**config.mk**
```make
export PLATFORM = sky130hd
export DESIGN_NAME = serial_command_frame_parser_core
export DESIGN_NICKNAME = d
export VERILOG_FILES = /design/src/rtl/sfp_pkg.sv /design/src/rtl/serial_command_frame_parser_core.sv /design/src/rtl/sfp_ucode_rom.sv /design/src/rtl/sfp_field_conv.sv /design/src/rtl/sfp_sequencer.sv
export VERILOG_INCLUDE_DIRS = /design/src /design/src/rtl
export SDC_FILE = /design/constraint.sdc
export NUM_CORES = 1
export LEC_CHECK = 0
export ABC_AREA = 0
export BUFFER_PORTS_ARGS = -buffer_cell sky130_fd_sc_hd__buf_2
export CORE_ASPECT_RATIO = 0.6
export CORE_UTILIZATION = 56
export CTS_CLUSTER_DIAMETER = 120
export DETAILED_ROUTE_END_ITERATION = 10
export GPL_ROUTABILITY_DRIVEN = 1
export PLACE_DENSITY = 0.76
export SLEW_MARGIN = 20
export SYNTH_ARGS = -nofsm -noshare
export SYNTH_HDL_FRONTEND = slang
export SYNTH_SLANG_ARGS = --single-unit
```
**constraint.sdc**
```tcl
create_clock -name clk -period 3.4 [get_ports clk]
set_clock_uncertainty 0.1 [all_clocks]
set_input_delay 0.34 -clock clk [delete_from_list [all_inputs] [get_ports clk]]
set_output_delay 0.34 -clock clk [all_outputs]
set_load 0.05 [all_outputs]
```
**src/rtl/serial_command_frame_parser_core_assert.svh**
```systemverilog
// ----------------------------------------------------------------------------
// serial command frame parser assertion macros
// concurrent checks sampled on clk, disabled while rst_n is low
// ----------------------------------------------------------------------------
`ifndef SERIAL_COMMAND_FRAME_PARSER_CORE_ASSERT_SVH
`define SERIAL_COMMAND_FRAME_PARSER_CORE_ASSERT_SVH

// same-cycle implication
`define SFP_ASSERT_SAME(lbl, ante, cons, msg) \
  lbl: assert property (@(posedge clk) disable iff (!rst_n) (ante) |-> (cons)) \
    else $error(msg);

// next-cycle implication
`define SFP_ASSERT_NEXT(lbl, ante, cons, msg) \
  lbl: assert property (@(posedge clk) disable iff (!rst_n) (ante) |=> (cons)) \
    else $error(msg);

`endif

```
**src/rtl/sfp_pkg.sv**
```systemverilog
`timescale 1ns / 1ps
// ----------------------------------------------------------------------------
// sfp_pkg
// shared types, constants and microcode encoding of the frame parser
// ----------------------------------------------------------------------------
package sfp_pkg;

  // default sizing
  localparam int FRAME_BYTES_DEF = 50;
  localparam int FIELD_COUNT_DEF = 13;
  localparam int FIELD_CHARS_DEF = 10;

  // characters and values
  localparam logic [7:0]  CH_TERM      = 8'h23;
  localparam logic [7:0]  CH_COMMA     = 8'h2c;
  localparam logic [7:0]  CH_SPACE     = 8'h20;
  localparam logic [7:0]  CH_TAB       = 8'h09;
  localparam logic [7:0]  CH_CR        = 8'h0d;
  localparam logic [7:0]  CH_PLUS      = 8'h2b;
  localparam logic [7:0]  CH_MINUS     = 8'h2d;
  localparam logic [7:0]  CH_ZERO      = 8'h30;
  localparam logic [7:0]  CH_NINE      = 8'h39;
  localparam logic [15:0] STORE_MARKER = 16'd6969;
  localparam int          STORE_MAX    = 12;

  // command codes in field 0
  localparam logic [15:0] CMD_OFF   = 16'd1;
  localparam logic [15:0] CMD_ON    = 16'd2;
  localparam logic [15:0] CMD_STORE = 16'd3;
  localparam logic [15:0] CMD_SETPT = 16'd4;

  typedef enum logic [2:0] {
    ACT_OFF     = 3'd0,
    ACT_ON      = 3'd1,
    ACT_STORE   = 3'd2,
    ACT_RESET   = 3'd3,
    ACT_SETPT   = 3'd4,
    ACT_UNKNOWN = 3'd5,
    ACT_DONE    = 3'd6
  } action_t;

  typedef enum logic [1:0] {
    PH_BLANKS  = 2'd0,
    PH_DIGITS  = 2'd1,
    PH_STOPPED = 2'd2
  } phase_t;

  // microcode fields
  typedef enum logic {
    ADDR_ZERO = 1'b0,
    ADDR_K2   = 1'b1
  } addr_sel_t;

  typedef enum logic [1:0] {
    DATA_ZERO   = 2'd0,
    DATA_STORE  = 2'd1,
    DATA_MARKER = 2'd2
  } data_sel_t;

  typedef enum logic [2:0] {
    J_NEXT     = 3'd0,
    J_GOTO     = 3'd1,
    J_DISPATCH = 3'd2,
    J_LOOP     = 3'd3,
    J_END      = 3'd4
  } jump_t;

  typedef logic [3:0] upc_t;

  typedef struct packed {
    action_t   act;
    addr_sel_t asel;
    data_sel_t dsel;
    logic      emit;
    logic      last;
    jump_t     jmp;
    upc_t      target;
  } uword_t;

  // program step labels
  localparam upc_t S_DISPATCH = 4'd0;
  localparam upc_t S_OFF      = 4'd1;
  localparam upc_t S_ON       = 4'd2;
  localparam upc_t S_STORE    = 4'd3;
  localparam upc_t S_MARKER   = 4'd4;
  localparam upc_t S_RESET    = 4'd5;
  localparam upc_t S_SETPT    = 4'd6;
  localparam upc_t S_UNKNOWN  = 4'd7;
  localparam upc_t S_DONE     = 4'd8;

  // parser status seen by the sequencer
  typedef struct packed {
    logic [15:0] cmd;
    logic        ovf;
    logic [15:0] rd_data;
  } pstat_t;

endpackage

```
**src/rtl/serial_command_frame_parser_core.sv**
```systemverilog
`timescale 1ns / 1ps
// ----------------------------------------------------------------------------
// serial_command_frame_parser_core
// command frame parser: splits received bytes into numeric fields and
// dispatches the command at the frame terminator
// ----------------------------------------------------------------------------
// Usage
//   in_*  : one received character per beat in in_tdata.
//   out_* : one action per beat; kind in out_tuser, address and value in
//           out_tdata, out_tlast on the frame done beat.
//   An ordinary byte is taken and the next may follow at once.
//   A '#' byte starts the dispatch program in the control store: one step
//   to pick the command, then one step per result (store command: 12 words,
//   marker, reset request, done).
//   in_tready is low while that program runs; results follow one per cycle
//   while out_tready stays high, each through the output register.
//   A stalled receiver holds the current step; the program waits for the
//   output register to free up and nothing is dropped.
//   The next byte is taken while the done beat still waits in the output
//   register.
//   Reset empties the frame, the field store and the output register.
// ----------------------------------------------------------------------------
module serial_command_frame_parser_core
  import sfp_pkg::*;
#(
  parameter int FRAME_BYTES = FRAME_BYTES_DEF,
  parameter int FIELD_COUNT = FIELD_COUNT_DEF,
  parameter int FIELD_CHARS = FIELD_CHARS_DEF
)(
  input  logic        clk,
  input  logic        rst_n,
  input  logic        in_tvalid,
  output logic        in_tready,
  input  logic [7:0]  in_tdata,   // [7:0] rx_byte
  output logic        out_tvalid,
  input  logic        out_tready,
  output logic [23:0] out_tdata,  // [4:0] store_address, [20:5] data_value, [23:21] zero
  output logic [2:0]  out_tuser,  // [2:0] action
  output logic        out_tlast
);

  localparam int IDX_W = $clog2(FIELD_COUNT);

  logic             in_acc;
  logic             is_term;
  logic             frame_clr;
  logic [IDX_W-1:0] rd_idx;
  logic             busy;
  pstat_t           stat;
  action_t          out_act;
  logic [4:0]       out_addr;
  logic [15:0]      out_data;

  assign in_tready = !busy;
  assign in_acc    = in_tvalid && in_tready;
  assign is_term   = (in_tdata == CH_TERM);

  // byte parsing and field store
  sfp_field_conv #(
    .FRAME_BYTES (FRAME_BYTES),
    .FIELD_COUNT (FIELD_COUNT),
    .FIELD_CHARS (FIELD_CHARS)
  ) u_conv (
    .clk       (clk),
    .rst_n     (rst_n),
    .byte_acc  (in_acc),
    .byte_in   (in_tdata),
    .frame_clr (frame_clr),
    .rd_idx    (rd_idx),
    .stat      (stat)
  );

  // dispatch program
  sfp_sequencer #(
    .FIELD_COUNT (FIELD_COUNT)
  ) u_seq (
    .clk       (clk),
    .rst_n     (rst_n),
    .start     (in_acc && is_term),
    .stat      (stat),
    .frame_clr (frame_clr),
    .rd_idx    (rd_idx),
    .busy      (busy),
    .out_valid (out_tvalid),
    .out_ready (out_tready),
    .out_act   (out_act),
    .out_addr  (out_addr),
    .out_data  (out_data),
    .out_last  (out_tlast)
  );

  assign out_tdata = {3'b000, out_data, out_addr};
  assign out_tuser = out_act;

  // checks
`include "serial_command_frame_parser_core_assert.svh"

  `SFP_ASSERT_NEXT(a_term_starts, in_tvalid && in_tready && in_tdata == CH_TERM, busy, "terminator did not start dispatch")
  `SFP_ASSERT_NEXT(a_out_hold, out_tvalid && !out_tready, out_tvalid && $stable(out_tdata) && $stable(out_tuser) && $stable(out_tlast), "output beat changed while stalled")
  `SFP_ASSERT_SAME(a_last_kind, out_tvalid && out_tlast, out_tuser == ACT_DONE, "last beat is not frame done")

endmodule

```
**src/rtl/sfp_ucode_rom.sv**
```systemverilog
`timescale 1ns / 1ps
// ----------------------------------------------------------------------------
// sfp_ucode_rom
// control store of the dispatch program, one control word per step
// ----------------------------------------------------------------------------
module sfp_ucode_rom
  import sfp_pkg::*;
(
  input  upc_t   upc,
  output uword_t uword
);

  // program: dispatch, one emit step for off, on, setpoint and unknown, store loop with marker and reset, done
  always_comb begin
    unique case (upc)
      S_DISPATCH: uword = '{ACT_DONE,    ADDR_ZERO, DATA_ZERO,   1'b0, 1'b0, J_DISPATCH, S_DONE};
      S_OFF:      uword = '{ACT_OFF,     ADDR_ZERO, DATA_ZERO,   1'b1, 1'b0, J_GOTO,     S_DONE};
      S_ON:       uword = '{ACT_ON,      ADDR_ZERO, DATA_ZERO,   1'b1, 1'b0, J_GOTO,     S_DONE};
      S_STORE:    uword = '{ACT_STORE,   ADDR_K2,   DATA_STORE,  1'b1, 1'b0, J_LOOP,     S_MARKER};
      S_MARKER:   uword = '{ACT_STORE,   ADDR_ZERO, DATA_MARKER, 1'b1, 1'b0, J_NEXT,     S_RESET};
      S_RESET:    uword = '{ACT_RESET,   ADDR_ZERO, DATA_ZERO,   1'b1, 1'b0, J_GOTO,     S_DONE};
      S_SETPT:    uword = '{ACT_SETPT,   ADDR_ZERO, DATA_STORE,  1'b1, 1'b0, J_GOTO,     S_DONE};
      S_UNKNOWN:  uword = '{ACT_UNKNOWN, ADDR_ZERO, DATA_ZERO,   1'b1, 1'b0, J_GOTO,     S_DONE};
      S_DONE:     uword = '{ACT_DONE,    ADDR_ZERO, DATA_ZERO,   1'b1, 1'b1, J_END,      S_DONE};
      default:    uword = '{ACT_DONE,    ADDR_ZERO, DATA_ZERO,   1'b1, 1'b1, J_END,      S_DONE};
    endcase
  end

endmodule

```
**src/rtl/sfp_field_conv.sv**
```systemverilog
`timescale 1ns / 1ps
// ----------------------------------------------------------------------------
// sfp_field_conv
// per-byte frame tracking, comma splitting, atoi-style conversion and the
// field store with per-entry valid bits
// ----------------------------------------------------------------------------
module sfp_field_conv
  import sfp_pkg::*;
#(
  parameter int FRAME_BYTES = FRAME_BYTES_DEF,
  parameter int FIELD_COUNT = FIELD_COUNT_DEF,
  parameter int FIELD_CHARS = FIELD_CHARS_DEF,
  localparam int IDX_W      = $clog2(FIELD_COUNT)
)(
  input  logic             clk,
  input  logic             rst_n,
  input  logic             byte_acc,
  input  logic [7:0]       byte_in,
  input  logic             frame_clr,
  input  logic [IDX_W-1:0] rd_idx,
  output pstat_t           stat
);

  localparam int LEN_W = $clog2(FRAME_BYTES);
  localparam int FN_W  = $clog2(FIELD_COUNT + 1);
  localparam int CH_W  = $clog2(FIELD_CHARS);

  logic [LEN_W-1:0]   frame_len_r, frame_len_nxt;
  logic [FN_W-1:0]    field_num_r, field_num_nxt;
  logic [CH_W-1:0]    chars_r, chars_nxt;
  phase_t             phase_r, phase_nxt;
  logic               neg_r, neg_nxt;
  logic [15:0]        acc_r, acc_nxt;
  logic               ovf_r, ovf_nxt;
  logic [15:0]        store_r [FIELD_COUNT];
  logic [FIELD_COUNT-1:0] vld_r, vld_nxt;

  logic               commit;
  logic [15:0]        commit_val;
  logic               fn_in_range;
  logic               is_blank, is_digit;
  logic [15:0]        acc_x10;

  assign fn_in_range = (field_num_r < FN_W'(FIELD_COUNT));
  assign commit_val  = neg_r ? 16'(16'd0 - acc_r) : acc_r;
  assign is_blank    = (byte_in == CH_SPACE) || (byte_in >= CH_TAB && byte_in <= CH_CR);
  assign is_digit    = (byte_in >= CH_ZERO) && (byte_in <= CH_NINE);
  assign acc_x10     = 16'({acc_r, 3'b000} + {acc_r, 1'b0});

  // frame, field and conversion state
  always_comb begin
    frame_len_nxt = frame_len_r;
    field_num_nxt = field_num_r;
    chars_nxt     = chars_r;
    phase_nxt     = phase_r;
    neg_nxt       = neg_r;
    acc_nxt       = acc_r;
    ovf_nxt       = ovf_r;
    vld_nxt       = vld_r;
    commit        = 1'b0;
    if (frame_clr) begin
      frame_len_nxt = '0;
      field_num_nxt = '0;
      chars_nxt     = '0;
      phase_nxt     = PH_BLANKS;
      neg_nxt       = 1'b0;
      acc_nxt       = '0;
      ovf_nxt       = 1'b0;
      vld_nxt       = '0;
    end else if (byte_acc) begin
      priority if (byte_in == CH_TERM) begin
        commit = (frame_len_r != '0) && fn_in_range;
      end else if (frame_len_r >= LEN_W'(FRAME_BYTES - 1)) begin
        ovf_nxt = 1'b1;
      end else begin
        frame_len_nxt = frame_len_r + 1'b1;
        if (frame_len_r != '0) begin
          if (byte_in == CH_COMMA) begin
            commit    = fn_in_range;
            if (fn_in_range) field_num_nxt = field_num_r + 1'b1;
            chars_nxt = '0;
            phase_nxt = PH_BLANKS;
            neg_nxt   = 1'b0;
            acc_nxt   = '0;
          end else if (fn_in_range && chars_r < CH_W'(FIELD_CHARS - 1)) begin
            chars_nxt = chars_r + 1'b1;
            // blank skip, sign, then digits until the first other char
            unique case (phase_r)
              PH_BLANKS: begin
                priority if (is_blank) begin
                  phase_nxt = PH_BLANKS;
                end else if (byte_in == CH_PLUS || byte_in == CH_MINUS) begin
                  neg_nxt   = (byte_in == CH_MINUS);
                  phase_nxt = PH_DIGITS;
                end else if (is_digit) begin
                  phase_nxt = PH_DIGITS;
                  acc_nxt   = 16'(acc_x10 + 16'(byte_in - CH_ZERO));
                end else begin
                  phase_nxt = PH_STOPPED;
                end
              end
              PH_DIGITS: begin
                if (is_digit) begin
                  acc_nxt = 16'(acc_x10 + 16'(byte_in - CH_ZERO));
                end else begin
                  phase_nxt = PH_STOPPED;
                end
              end
              default: phase_nxt = phase_r;
            endcase
          end
        end
      end
    end
    if (commit) vld_nxt[field_num_r[IDX_W-1:0]] = 1'b1;
  end

  // control registers
  always_ff @(posedge clk) begin
    if (!rst_n) begin
      frame_len_r <= '0;
      field_num_r <= '0;
      chars_r     <= '0;
      phase_r     <= PH_BLANKS;
      neg_r       <= 1'b0;
      acc_r       <= '0;
      ovf_r       <= 1'b0;
      vld_r       <= '0;
    end else begin
      frame_len_r <= frame_len_nxt;
      field_num_r <= field_num_nxt;
      chars_r     <= chars_nxt;
      phase_r     <= phase_nxt;
      neg_r       <= neg_nxt;
      acc_r       <= acc_nxt;
      ovf_r       <= ovf_nxt;
      vld_r       <= vld_nxt;
    end
  end

  // field store payload, an entry without its valid bit reads as zero
  always_ff @(posedge clk) begin
    if (commit) store_r[field_num_r[IDX_W-1:0]] <= commit_val;
  end

  assign stat.cmd     = vld_r[0] ? store_r[0] : 16'd0;
  assign stat.ovf     = ovf_r;
  assign stat.rd_data = vld_r[rd_idx] ? store_r[rd_idx] : 16'd0;

endmodule

```
**src/rtl/sfp_sequencer.sv**
```systemverilog
`timescale 1ns / 1ps
// ----------------------------------------------------------------------------
// sfp_sequencer
// step counter, store index and output register driven by the control store
// ----------------------------------------------------------------------------
module sfp_sequencer
  import sfp_pkg::*;
#(
  parameter int FIELD_COUNT = FIELD_COUNT_DEF,
  localparam int IDX_W      = $clog2(FIELD_COUNT)
)(
  input  logic             clk,
  input  logic             rst_n,
  input  logic             start,
  input  pstat_t           stat,
  output logic             frame_clr,
  output logic [IDX_W-1:0] rd_idx,
  output logic             busy,
  output logic             out_valid,
  input  logic             out_ready,
  output action_t          out_act,
  output logic [4:0]       out_addr,
  output logic [15:0]      out_data,
  output logic             out_last
);

  localparam int LIM_I = (FIELD_COUNT - 1 < STORE_MAX) ? FIELD_COUNT - 1 : STORE_MAX;
  localparam logic [IDX_W-1:0] LIM = IDX_W'(LIM_I);

  logic             busy_r, busy_nxt;
  upc_t             upc_r, upc_nxt;
  logic [IDX_W-1:0] k_r, k_nxt;
  logic             ov_r, ov_nxt;
  action_t          act_r;
  logic [4:0]       addr_r;
  logic [15:0]      data_r;
  logic             last_r;

  uword_t           uw;
  logic             advance;
  logic             load;
  upc_t             disp_tgt;

  sfp_ucode_rom u_rom (
    .upc   (upc_r),
    .uword (uw)
  );

  assign advance = busy_r && (!uw.emit || !ov_r || out_ready);
  assign load    = advance && uw.emit;

  // command dispatch target
  always_comb begin
    priority if (stat.ovf)              disp_tgt = S_DONE;
    else if (stat.cmd == CMD_OFF)       disp_tgt = S_OFF;
    else if (stat.cmd == CMD_ON)        disp_tgt = S_ON;
    else if (stat.cmd == CMD_STORE)     disp_tgt = S_STORE;
    else if (stat.cmd == CMD_SETPT)     disp_tgt = S_SETPT;
    else                                disp_tgt = S_UNKNOWN;
  end

  // next step and store index
  always_comb begin
    busy_nxt = busy_r;
    upc_nxt  = upc_r;
    k_nxt    = k_r;
    if (!busy_r) begin
      if (start) begin
        busy_nxt = 1'b1;
        upc_nxt  = S_DISPATCH;
      end
    end else if (advance) begin
      unique case (uw.jmp)
        J_NEXT:     upc_nxt = upc_r + 1'b1;
        J_GOTO:     upc_nxt = uw.target;
        J_DISPATCH: begin
          upc_nxt = disp_tgt;
          k_nxt   = IDX_W'(1);
        end
        J_LOOP: begin
          if (k_r == LIM) upc_nxt = uw.target;
          else            k_nxt   = k_r + 1'b1;
        end
        J_END:      busy_nxt = 1'b0;
        default:    busy_nxt = 1'b0;
      endcase
    end
  end

  // output beat holding register
  always_comb begin
    ov_nxt = ov_r;
    if (load)           ov_nxt = 1'b1;
    else if (out_ready) ov_nxt = 1'b0;
  end

  always_ff @(posedge clk) begin
    if (!rst_n) begin
      busy_r <= 1'b0;
      upc_r  <= S_DISPATCH;
      k_r    <= '0;
      ov_r   <= 1'b0;
    end else begin
      busy_r <= busy_nxt;
      upc_r  <= upc_nxt;
      k_r    <= k_nxt;
      ov_r   <= ov_nxt;
    end
  end

  // result payload selected by the control word
  always_ff @(posedge clk) begin
    if (load) begin
      act_r  <= uw.act;
      last_r <= uw.last;
      addr_r <= (uw.asel == ADDR_K2) ? 5'({k_r, 1'b0}) : 5'd0;
      unique case (uw.dsel)
        DATA_STORE:  data_r <= stat.rd_data;
        DATA_MARKER: data_r <= STORE_MARKER;
        default:     data_r <= 16'd0;
      endcase
    end
  end

  assign frame_clr = advance && (uw.jmp == J_END);
  assign rd_idx    = k_r;
  assign busy      = busy_r;
  assign out_valid = ov_r;
  assign out_act   = act_r;
  assign out_addr  = addr_r;
  assign out_data  = data_r;
  assign out_last  = last_r;

endmodule

```
-- Word level (Yosys, flattened, before mapping)
Memory sizes are Yosys's and may differ from the RTL's. A register that Yosys moved wholly into a read port is not among the register bits.
Cells that the tools add are included.
- RAM bits: 208
- logic and storage cells: 165
- output and inout port bits: 30
- input bits: 12
- memories: 2
- flip-flop bits (word level): 82
- bits in read-only memories: 224
- memories (memory ; words ; bits a word ; read ports ; clocked after memory_dff ; wr ports ; line ; text):
    (name not given) ; 16 ; 14 ; 1 ; 1 ; 0 ; sfp_ucode_rom.sv:15 ; unique case (upc)
    u_conv.store_r ; 13 ; 16 ; 2 ; 1 ; 1 ; sfp_field_conv.sv:35 ; logic [15:0] store_r [FIELD_COUNT];
- magnitude comparators: 10
- bitwise logic cells: 4
- eq/ne operators: 25
- $add $sub $neg: 9
- multiplexer cells: 60
- reduce and logical (&&, ||, !) cells: 38
- operator list (operator ; count):
    2-to-1 mux 16 bit ; 8
    case mux 16 bit (2 select lines) ; 2
    2-to-1 mux 4 bit ; 15
    == test 8 x 6 -> 1 bit, second input constant ; 5
    adder 16 bit ; 2
    == test 16 x 2 -> 1 bit, second input constant ; 2
    2-to-1 mux 13 bit ; 2
    2-to-1 mux 1 bit ; 22
    adder 4 x 1 -> 4 bit, second input constant ; 4
    == test 16 x 1 -> 1 bit, second input constant ; 1
    == test 16 x 3 -> 1 bit, second input constant ; 1
    case mux 4 bit (4 select lines) ; 1
    AND reduction 8 bit ; 2
    subtractor 1 x 16 -> 16 bit, first input constant ; 1
    OR 13 bit ; 1
    2-to-1 mux 2 bit ; 6
    nonzero test 2 bit ; 6
    logical AND 1 bit ; 10
    less-than comparator 4 x 5 -> 1 bit, second input constant ; 2
    != test 3 bit, second input constant ; 3
    subtractor 8 x 6 -> 9 bit, second input constant ; 1
    greater-or-equal comparator 8 x 4 -> 1 bit, second input constant ; 1
    greater-or-equal comparator 8 x 6 -> 1 bit, second input constant ; 1
    less-or-equal comparator 8 x 4 -> 1 bit, second input constant ; 1
    other kinds (32) ; 46

-- Logic depth before layout (Yosys ltp)
Gate-level depths: netlist of the first run.
An unclocked memory read counts as a cell.
- word-level depth: 13
- gate-level depth with buffers: 12
- gate-level depth less buffers: 12

-- By module
A second synthesis of the first run with hierarchy kept.
- cells, all modules: 983
- area, all modules: 13585.5 µm²
- modules (own cells, without submodules) (module ; area an instance (µm²) ; seq. area each (µm²) ; instances ; cells each):
    sfp_field_conv ; 11653.7 ; 7186.9 ; 1 ; 798
    sfp_sequencer ; 1651.6 ; 920.9 ; 1 ; 145
    sfp_ucode_rom ; 212.7 ; 0.0 ; 1 ; 31
    serial_command_frame_parser_core ; 67.6 ; 0.0 ; 1 ; 9

-- Worst setup path before layout of the first run
No wires, ideal clock.
- kind: in2reg
- start: input port in_tdata[4]
- end: register u_conv.acc_r[15]
- setup time: 0.117 ns
- data arrival time: 3.272 ns
- setup slack: -0.090 ns
- required time: 3.183 ns
- stages on the path: 10
- path buffers: 0
- cells stage by stage: ha_1 > nor3_1 > fa_1 > ha_1 > a21o_1 > a21oi_1 > nand2_1 > o31ai_1 > xnor2_1 > a32o_1
- longest elaborated chain between the ends: 8
- elaborated cells on any way between the ends: 27
- those cells by class: 2 x add/sub; 4 x order compare; 7 x eq/ne; 6 x mux; 1 x bitwise; 7 x reduce/logical
- ends and longest elaborated chain (element ; line ; text):
    start: declaration ; serial_command_frame_parser_core.sv:34 ; input logic [7:0] in_tdata,
    subtractor 8 x 6 -> 9 bit, or another cell as far along ; sfp_field_conv.sv:97, sfp_field_conv.sv:104 ;
    adder 16 bit / logical AND 1 bit (equally long branches) ; sfp_field_conv.sv:97, sfp_field_conv.sv:104, sfp_field_conv.sv:47 ;
    2-to-1 mux 16 bit ; sfp_field_conv.sv:95, sfp_field_conv.sv:103 ;
    2-to-1 mux 16 bit ; sfp_field_conv.sv:92 ; end else if (byte_in == CH_PLUS || byte_in == CH_MINUS) begin
    2-to-1 mux 16 bit ; sfp_field_conv.sv:90 ; priority if (is_blank) begin
    case mux 16 bit (2 select lines) ; sfp_field_conv.sv:88 ; unique case (phase_r)
    2-to-1 mux 16 bit ; sfp_field_conv.sv:85 ; end else if (fn_in_range && chars_r < CH_W'(FIELD_CHARS - 1)) begin
    2-to-1 mux 16 bit ; sfp_field_conv.sv:78 ; if (byte_in == CH_COMMA) begin
    end signal: assignment ; sfp_field_conv.sv:135 ; acc_r <= acc_nxt;
    end: declaration ; sfp_field_conv.sv:33 ; logic [15:0] acc_r, acc_nxt;
Parallel ways exist; a longest one is shown, timed or not. The select of a mux whose other input is x is not followed.
A chain may end at the register's enable or synchronous reset.

-- Final worst setup path of the first run
- start: register u_conv.frame_len_r[1]
- end: memory u_conv.store_r[6][2] (enable)
- longest elaborated chain between the ends: 8
- elaborated cells on any way between the ends: 10
- those cells by class: 1 x order compare; 7 x mux; 2 x reduce/logical
- ends and longest elaborated chain (element ; line ; text):
    start: declaration ; sfp_field_conv.sv:28 ; logic [LEN_W-1:0] frame_len_r, frame_len_nxt;
    start signal: assignment ; sfp_field_conv.sv:130 ; frame_len_r <= frame_len_nxt;
    branches (longest 3 deep; another with greater-or-equal comparator 6 bit) ; n/a ;
    2-to-1 mux 1 bit * ; sfp_field_conv.sv:71 ; priority if (byte_in == CH_TERM) begin
    2-to-1 mux 1 bit * ; sfp_field_conv.sv:70 ; end else if (byte_acc) begin
    2-to-1 mux 1 bit * ; sfp_field_conv.sv:61 ; if (frame_clr) begin
    2-to-1 mux 1 bit * ; sfp_field_conv.sv:143 ; if (commit) store_r[field_num_r[IDX_W-1:0]] <= commit_val;
    2-to-1 mux 1 bit (not written as such) * ; sfp_field_conv.sv:143 ;
    end: declaration ; sfp_field_conv.sv:35 ;
Mark *: on every way between the ends.

==> impl_metrics.tcl, run 1 <==
set metrics [dict create \
    die_w_um 205 \
    io_pins 42 \
    grtUsageTotal_pct 24.7 \
    ys.flop_type "edfxtp_1" \
    max_clock_freq_mhz 330 \
    internal_power_w 0.00590 \
    cts_tree "done" \
    synth.ff_latch_count 305 \
    die_h_um 124 \
    synth_edf_count 232 \
    use_met1_pct 39.1 \
    vdd_drop_max_mv 0.348 \
    synth_cell_types 70 \
    async_reset_ff_share_pct 0 \
    arrival_ns 3.13 \
    final_nets 1131 \
    rsz0062_at_grt "no" \
    crit_type "flip-flop to flip-flop" \
    drv_slew 0 \
    fin_cells 1413 \
    postRouteAntennaNets 0 \
    finalSetupTns_ns 0 \
    yosys_warnings 0 \
    globalRouteMet2Util_pct 36.5 \
    area_growth_syn_to_layout_pct 12.7 \
    drc 0 \
    crit_path_end_kind "flip-flop" \
    syn-cell-area_um2 13900 \
    dpl.cell_count 1357 \
    avgRoutedWirePerCell_um 21.5 \
    grt_start_max_net_pins 36 \
    cap_violations 0 \
    power.share.clock_pct 43.3 \
    p_per_area_nw_per_um2 471 \
    io_buffers 37 \
    die_area_um2 25400 \
    fin_crit_sh_pct 89.2 \
    routed_wl_um 30400 \
    htree_levels 1 \
    worst_slew_pin_slew_ns 1.04 \
    clockBufferDepth 3 \
    grtUsageMet3_pct 3.53 \
    via_count 8485 \
    clk_latency_ns 0.54 \
    synth_cells 990 \
    drive_gt1_share_pct 19.7 \
    comb_power_share_pct 2.8 \
    synth.avg_cell_area_um2 14.0 \
    grt_remaining_overflow 0 \
    busiest_layer "met1" \
    p_seq_share_pct 54.0 \
    numCtsBuffers 28 \
    cp_max_fo 16 \
    globalplace.congestion 0.887 \
    core_um2 24200 \
    drt-initial-drc-count 754 \
    start_util_pct 57.3 \
    grt_pass1_vias 8040 \
    power.leakage_nw 5.43 \
    root_buffer "clkbuf_16" \
    min_path_type "input port to flip-flop" \
    netSwitchingPower_w 0.00146 \
    cts_setup_buffers 0 \
    seq_area_frac_synth_pct 60.8 \
    path_clk_slew_ns 0.07 \
    grt_pass1_wl_um 46900 \
    setup_viol 0 \
    cp_data_required_time_ns 3.50 \
    status "finished, final reports clean" \
    vias_per_cell 6.00 \
    rows 44 \
    dp_hpwl_um 20300 \
    hold_viol 0 \
    switching_share_pct 19.8 \
    firstDrtPassIters 5 \
    antenna_found_initial 0 \
    clkSinkCount 305 \
    fin_crit_ns 3.03 \
    slew_headroom_pct 30.5 \
    critPathLaunchType "flip-flop" \
]
through the flow:
| stage | instance area, µm² | total power (W) | hold WS (ns) | setup WS (ns) | util (%) |
|---|---|---|---|---|---|
| 6_report | 15600 | 0.00736 | 0.0300 | 0.369 | 64.5 |
| 2_1_floorplan | 13900 | 0.00420 | 0.286 | 0.242 | - |
| 5_1_grt | 15600 | 0.00755 | 0.0286 | 0.118 | 64.5 |
| 4_1_cts | 15600 | 0.00739 | 0.0117 | 0.379 | 64.4 |
| 3_5_place_dp | 14700 | 0.00425 | 0.289 | 0.133 | 60.5 |
| 3_3_place_gp | 14700 | 0.00425 | 0.289 | 0.239 | 60.5 |
state kept, by name, summed over array words and instances, names as in the netlist, 2 cells and up, named ones only:
| register | flops |
|---|---|
| u_seq.out_data | 16 |
| u_conv.vld_r | 13 |
| u_seq.out_act | 3 |
| u_seq.out_addr | 4 |
| u_conv.store_r | 208 |
| u_conv.phase_r | 2 |
| u_seq.upc_r | 4 |
| u_conv.field_num_r | 4 |
| u_conv.chars_r | 4 |
| u_seq.rd_idx | 4 |
| u_seq.u_rom.uword | 12 |
| u_conv.acc_r | 16 |
| u_conv.frame_len_r | 6 |
placed cells by master, fill, tap and decap left out, types with 4 or more instances in the layout:
cell       synthesis  layout
edfxtp_1         232     232
dfxtp_1           73      70
nand2_1           60      60
nor2_1            57      56
mux4_2            52      52
buf_4              4      47
inv_1             44      44
o21ai_0           41      41
a21oi_1           40      40
ha_1              40      40
buf_2              7      37
clkbuf_16          0      29
mux2i_1           28      28
nand3_1           24      24
xnor2_1           26      24
a211oi_1          21      21
nor2b_1           15      15
and2_1            15      15
fa_1              13      13
xor2_1            11      11
nor3_1            16      11
and3_1            10      10
o21a_1            10      10
mux2_2             9       9
clkbuf_1          26       9
nand2b_1           8       8
o31ai_1            8       8
a21o_1             7       7
nand4_1            7       7
or3_1              7       7
o211ai_1           6       6
nor3_2             0       5
nand3b_1           4       4
or4_1              4       4
o22ai_1            4       4
a32o_1             4       4
conb_1             1       4
cell usage after synthesis, types with 16 or more instances:
library cell | number | area [µm²]
nor3_1 | 16 | 80.1
nand2_1 | 60 | 225
o21ai_0 | 41 | 205
a211oi_1 | 21 | 158
mux4_2 | 52 | 1170
edfxtp_1 | 232 | 6970
ha_1 | 40 | 500
nor2_1 | 57 | 214
a21oi_1 | 40 | 200
xnor2_1 | 26 | 228
nand3_1 | 24 | 120
mux2i_1 | 28 | 280
clkbuf_1 | 26 | 97.6
inv_1 | 44 | 165
dfxtp_1 | 73 | 1460
power by group through the flow:
stage,Combinational (W),Clock (W),Sequential [W]
after floorplan,0.000150,0,0.00405
after global placement,0.000194,0,0.00405
after detailed placement,0.000198,0,0.00405
after CTS,0.000201,0.00322,0.00397
after global routing,0.000227,0.00335,0.00397
final,0.000203,0.00318,0.00397
routing by layer:
layer | part of all wire [%] | up-vias
met5 | 0 | -
met4 | 1.4 | 0
met3 | 8.1 | 28
met2 | 43 | 317
met1 | 47 | 4232
li1 | - | 3908
critical path, stage by stage, from the launching register on:
cell and delay [ns]:
dfxtp_1 0.40, inv_1 0.11, ha_1 0.22, nor4b_4 0.29
o2111ai_1 0.16, a2111oi_2 0.58, nand2_1 0.29, nor2_1 0.19
buf_4 0.35
worst paths after layout:
path	from	endpoint	slack, ns	depth (start not counted)
setup / recovery	u_conv.frame_len_r[1]	u_conv.store_r[6][2]	0.37	8
hold / removal	in_tdata[0]	u_conv.acc_r[0]	0.03	3
setup reg to reg	u_conv.frame_len_r[1]	u_conv.store_r[6][2]	0.37	8
hold reg to reg	u_seq.u_rom.uword[14]	u_seq.out_act[2]	0.30	0
cell families after synthesis:
family	after synthesis	synth area share, %
AOI/OAI and AO/OA	167	7.94
xor gates and xnor gates	37	2.34
adders and majority gates	53	5.48
buffers and inverters	87	2.70
DFF	305	60.8
muxes	89	11.2
other	1	0.0270
and+or+nand+nor	251	9.55
layout make-up:
class | count | area (µm²)
fillers | 1750 | 8590
flip-flops and latches | 305 | 8430
multi-input cells | 601 | 5130
clock buffers | 41 | 801
repair buffers | 85 | 548
well taps | 322 | 403
inverters | 45 | 169
clock inverters | 11 | 140
diodes | 3 | 7.51
timing repair:
item | CTS | global route
hold buffers | 1 | 0
resized for setup | 0 | 0
hold endpoints to repair | 1 | 0
No activity file was read; power rests on OpenSTA's default activity.
==> inputs of run 2 (changes only) <==
--- a/config.mk
+++ b/config.mk
@@ -9,10 +9,12 @@
 export ABC_AREA = 0
 export BUFFER_PORTS_ARGS = -buffer_cell sky130_fd_sc_hd__buf_2
 export CORE_ASPECT_RATIO = 0.6
+export CORE_MARGIN = 3
 export CORE_UTILIZATION = 56
 export CTS_CLUSTER_DIAMETER = 120
 export DETAILED_ROUTE_END_ITERATION = 10
 export GPL_ROUTABILITY_DRIVEN = 1
+export GPL_TIMING_DRIVEN = 0
 export PLACE_DENSITY = 0.76
 export SLEW_MARGIN = 20
 export SYNTH_ARGS = -nofsm -noshare
==> constraint.sdc (replaced) <==
create_clock -name clk -period 3.4 [get_ports clk]
set_clock_uncertainty 0.1 [all_clocks]
set_input_delay 0.34 -clock clk [delete_from_list [all_inputs] [get_ports clk]]
set_output_delay 0.34 -clock clk [all_outputs]
set_load 0.005 [all_outputs]
==> run 2 against run 1 <==
  * Sequential power about the same
  * Non-clock buffer count increased by 6
  * Routed wire length increased by 3.6%
  * First-iteration DRC count increased by 37%
  * Critical path type unchanged
  * Critical endpoint is now u_conv.store_r[6][6]
  * Highest routed layer unchanged
==> impl_metrics.tcl, run 2 (synthesized netlist as in run 1, its figures left out) <==
set metrics [dict create \
    r2r_cells 7 \
    die_h_um 128 \
    status "finished, final reports clean" \
    arrival_ns 3.33 \
    firstDrtPassIters 5 \
    power.share.clock_pct 44.1 \
    antenna_cells 0 \
    grt_pass1_wl_um 49200 \
    internal_power_w 0.00592 \
    power.leakage_nw 5.45 \
    cp_max_fo 16 \
    cap_violations 0 \
    area_growth_syn_to_layout_pct 14.3 \
    finalSetupTns_ns 0 \
    comb_power_share_pct 2.7 \
    clockBufferDepth 3 \
    final_cell_mix "edfxtp_1, dfxtp_1, nand2_1, mux4_2, nor2_1" \
    fin_crit_sh_pct 95.9 \
    setup_viol 0 \
    wl_met3_um 3040 \
    switching_share_pct 20.6 \
    globalplace.congestion 0.882 \
    whs_ns 0.0200 \
    crit_type "flip-flop to flip-flop" \
    hold_viol 0 \
    final_nets 1137 \
    die_area_um2 26800 \
    p_seq_share_pct 53.2 \
    io_pins 42 \
    grt_pass1_vias 8334 \
    p_per_area_nw_per_um2 471 \
    layout_setup_ws_ns 0.140 \
    vias_per_cell 6.17 \
    root_buffer "clkbuf_16" \
    drive_gt1_share_pct 19.9 \
    netSwitchingPower_w 0.00154 \
    clkSinkCount 305 \
    post-place-ws_ns -0.305 \
    io_buffers 37 \
    drc 0 \
    min_path_type "input port to flip-flop" \
    utilization_pct 66.8 \
    max_clock_freq_mhz 307 \
    drv_slew 0 \
    grtUsageTotal_pct 23.8 \
    met1_length_um 14700 \
    cts_tree "done" \
    via_count 8697 \
    rows 43 \
    die_w_um 209 \
    routed_wl_um 31500 \
    fin_crit_ns 3.26 \
    clk_latency_ns 0.55 \
    start_util_pct 58.5 \
    hold_depth 3 \
    critPathLaunchType "flip-flop" \
    layout_commonest_cell "edfxtp_1" \
    vdd_drop_max_mv 0.351 \
    numCtsBuffers 28 \
    dr.max_layer_used "met4" \
    crit_path_end_kind "flip-flop" \
    grt_start_max_net_pins 25 \
    core_um2 23700 \
    avgRoutedWirePerCell_um 22.3 \
    largest_reg_flops 208 \
    antenna_found_initial 0 \
    grt_remaining_overflow 0 \
    dr_wl_met2_um 13000 \
    slew_headroom_pct 24.9 \
    postRouteAntennaNets 0 \
    path_clk_slew_ns 0.07 \
    worst_slew_pin_slew_ns 1.12 \
    htree_levels 1 \
    cp_data_required_time_ns 3.47 \
    drt-initial-drc-count 1032 \
    dp_hpwl_um 22100 \
]
run 2: cell count changes in the layout (fill, tap and decap cells not counted), moves of 7 or more:
cell      change
buf_4        -40
nor2_4        +8
nor2_1        -8
xnor2_1       -8
xnor2_2       +8
clkbuf_1     +16
buf_2         +7
run 2: critical path: stages, from the launching register on:
cell       delay (ns)
dfxtp_1          0.41
inv_1            0.11
ha_1             0.22
nor4b_4          0.31
o2111ai_1        0.21
a2111oi_4        0.53
nand2_1          0.31
nor2_4           0.68
run 2: repair_timing:
item                                    CTS  global route
hold buffers                              1             0
pin swaps                                 0             4
resized for setup                         3             6
setup buffers                             1             5
hold endpoints to repair                  1             0
endpoints found under the setup margin   49           175
run 2: per-layer routing:
metal	global-route usage (%)	up-vias
met5	0	-
met4	5.11	0
met3	4.72	44
met2	33.6	429
met1	38.5	4304
li1	-	3920
run 2: worst paths after layout:
path | to | start | slack (ns)
worst max-delay path | u_conv.store_r[6][6] | u_conv.frame_len_r[1] | 0.14
worst min-delay path | u_conv.acc_r[0] | in_tdata[0] | 0.02
worst max register to register | u_conv.store_r[6][6] | u_conv.frame_len_r[1] | 0.14
worst min register to register | u_seq.out_act[2] | u_seq.u_rom.uword[14] | 0.30
run 2: final cells by class:
type | instances | area, µm²
clock inverters | 19 | 176
plain buffers | 42 | 206
inverters | 45 | 169
repair buffers | 49 | 365
fillers | 1639 | 7870
multi-input cells | 601 | 5300
flip-flops and latches | 305 | 8430
well taps | 315 | 394
clock buffers | 33 | 815
run 2: stage by stage:
step                      area (µm²)  total power (W)  std cells
after CTS                      15700          0.00749       1404
after global routing           15900          0.00768       1409
final                          15900          0.00746       1409
after detailed placement       14700          0.00425       1350
after floorplan                13900          0.00419        993
after global placement         14500          0.00424       1345
run 2: power by group through the flow:
stage / sequential, W / clock (W) / combinational [W]
2_1_floorplan: 0.00405 / 0 / 0.000141
3_3_place_gp: 0.00405 / 0 / 0.000191
3_5_place_dp: 0.00405 / 0 / 0.000195
4_1_cts: 0.00397 / 0.00332 / 0.000197
5_1_grt: 0.00397 / 0.00348 / 0.000227
6_report: 0.00397 / 0.00329 / 0.000202
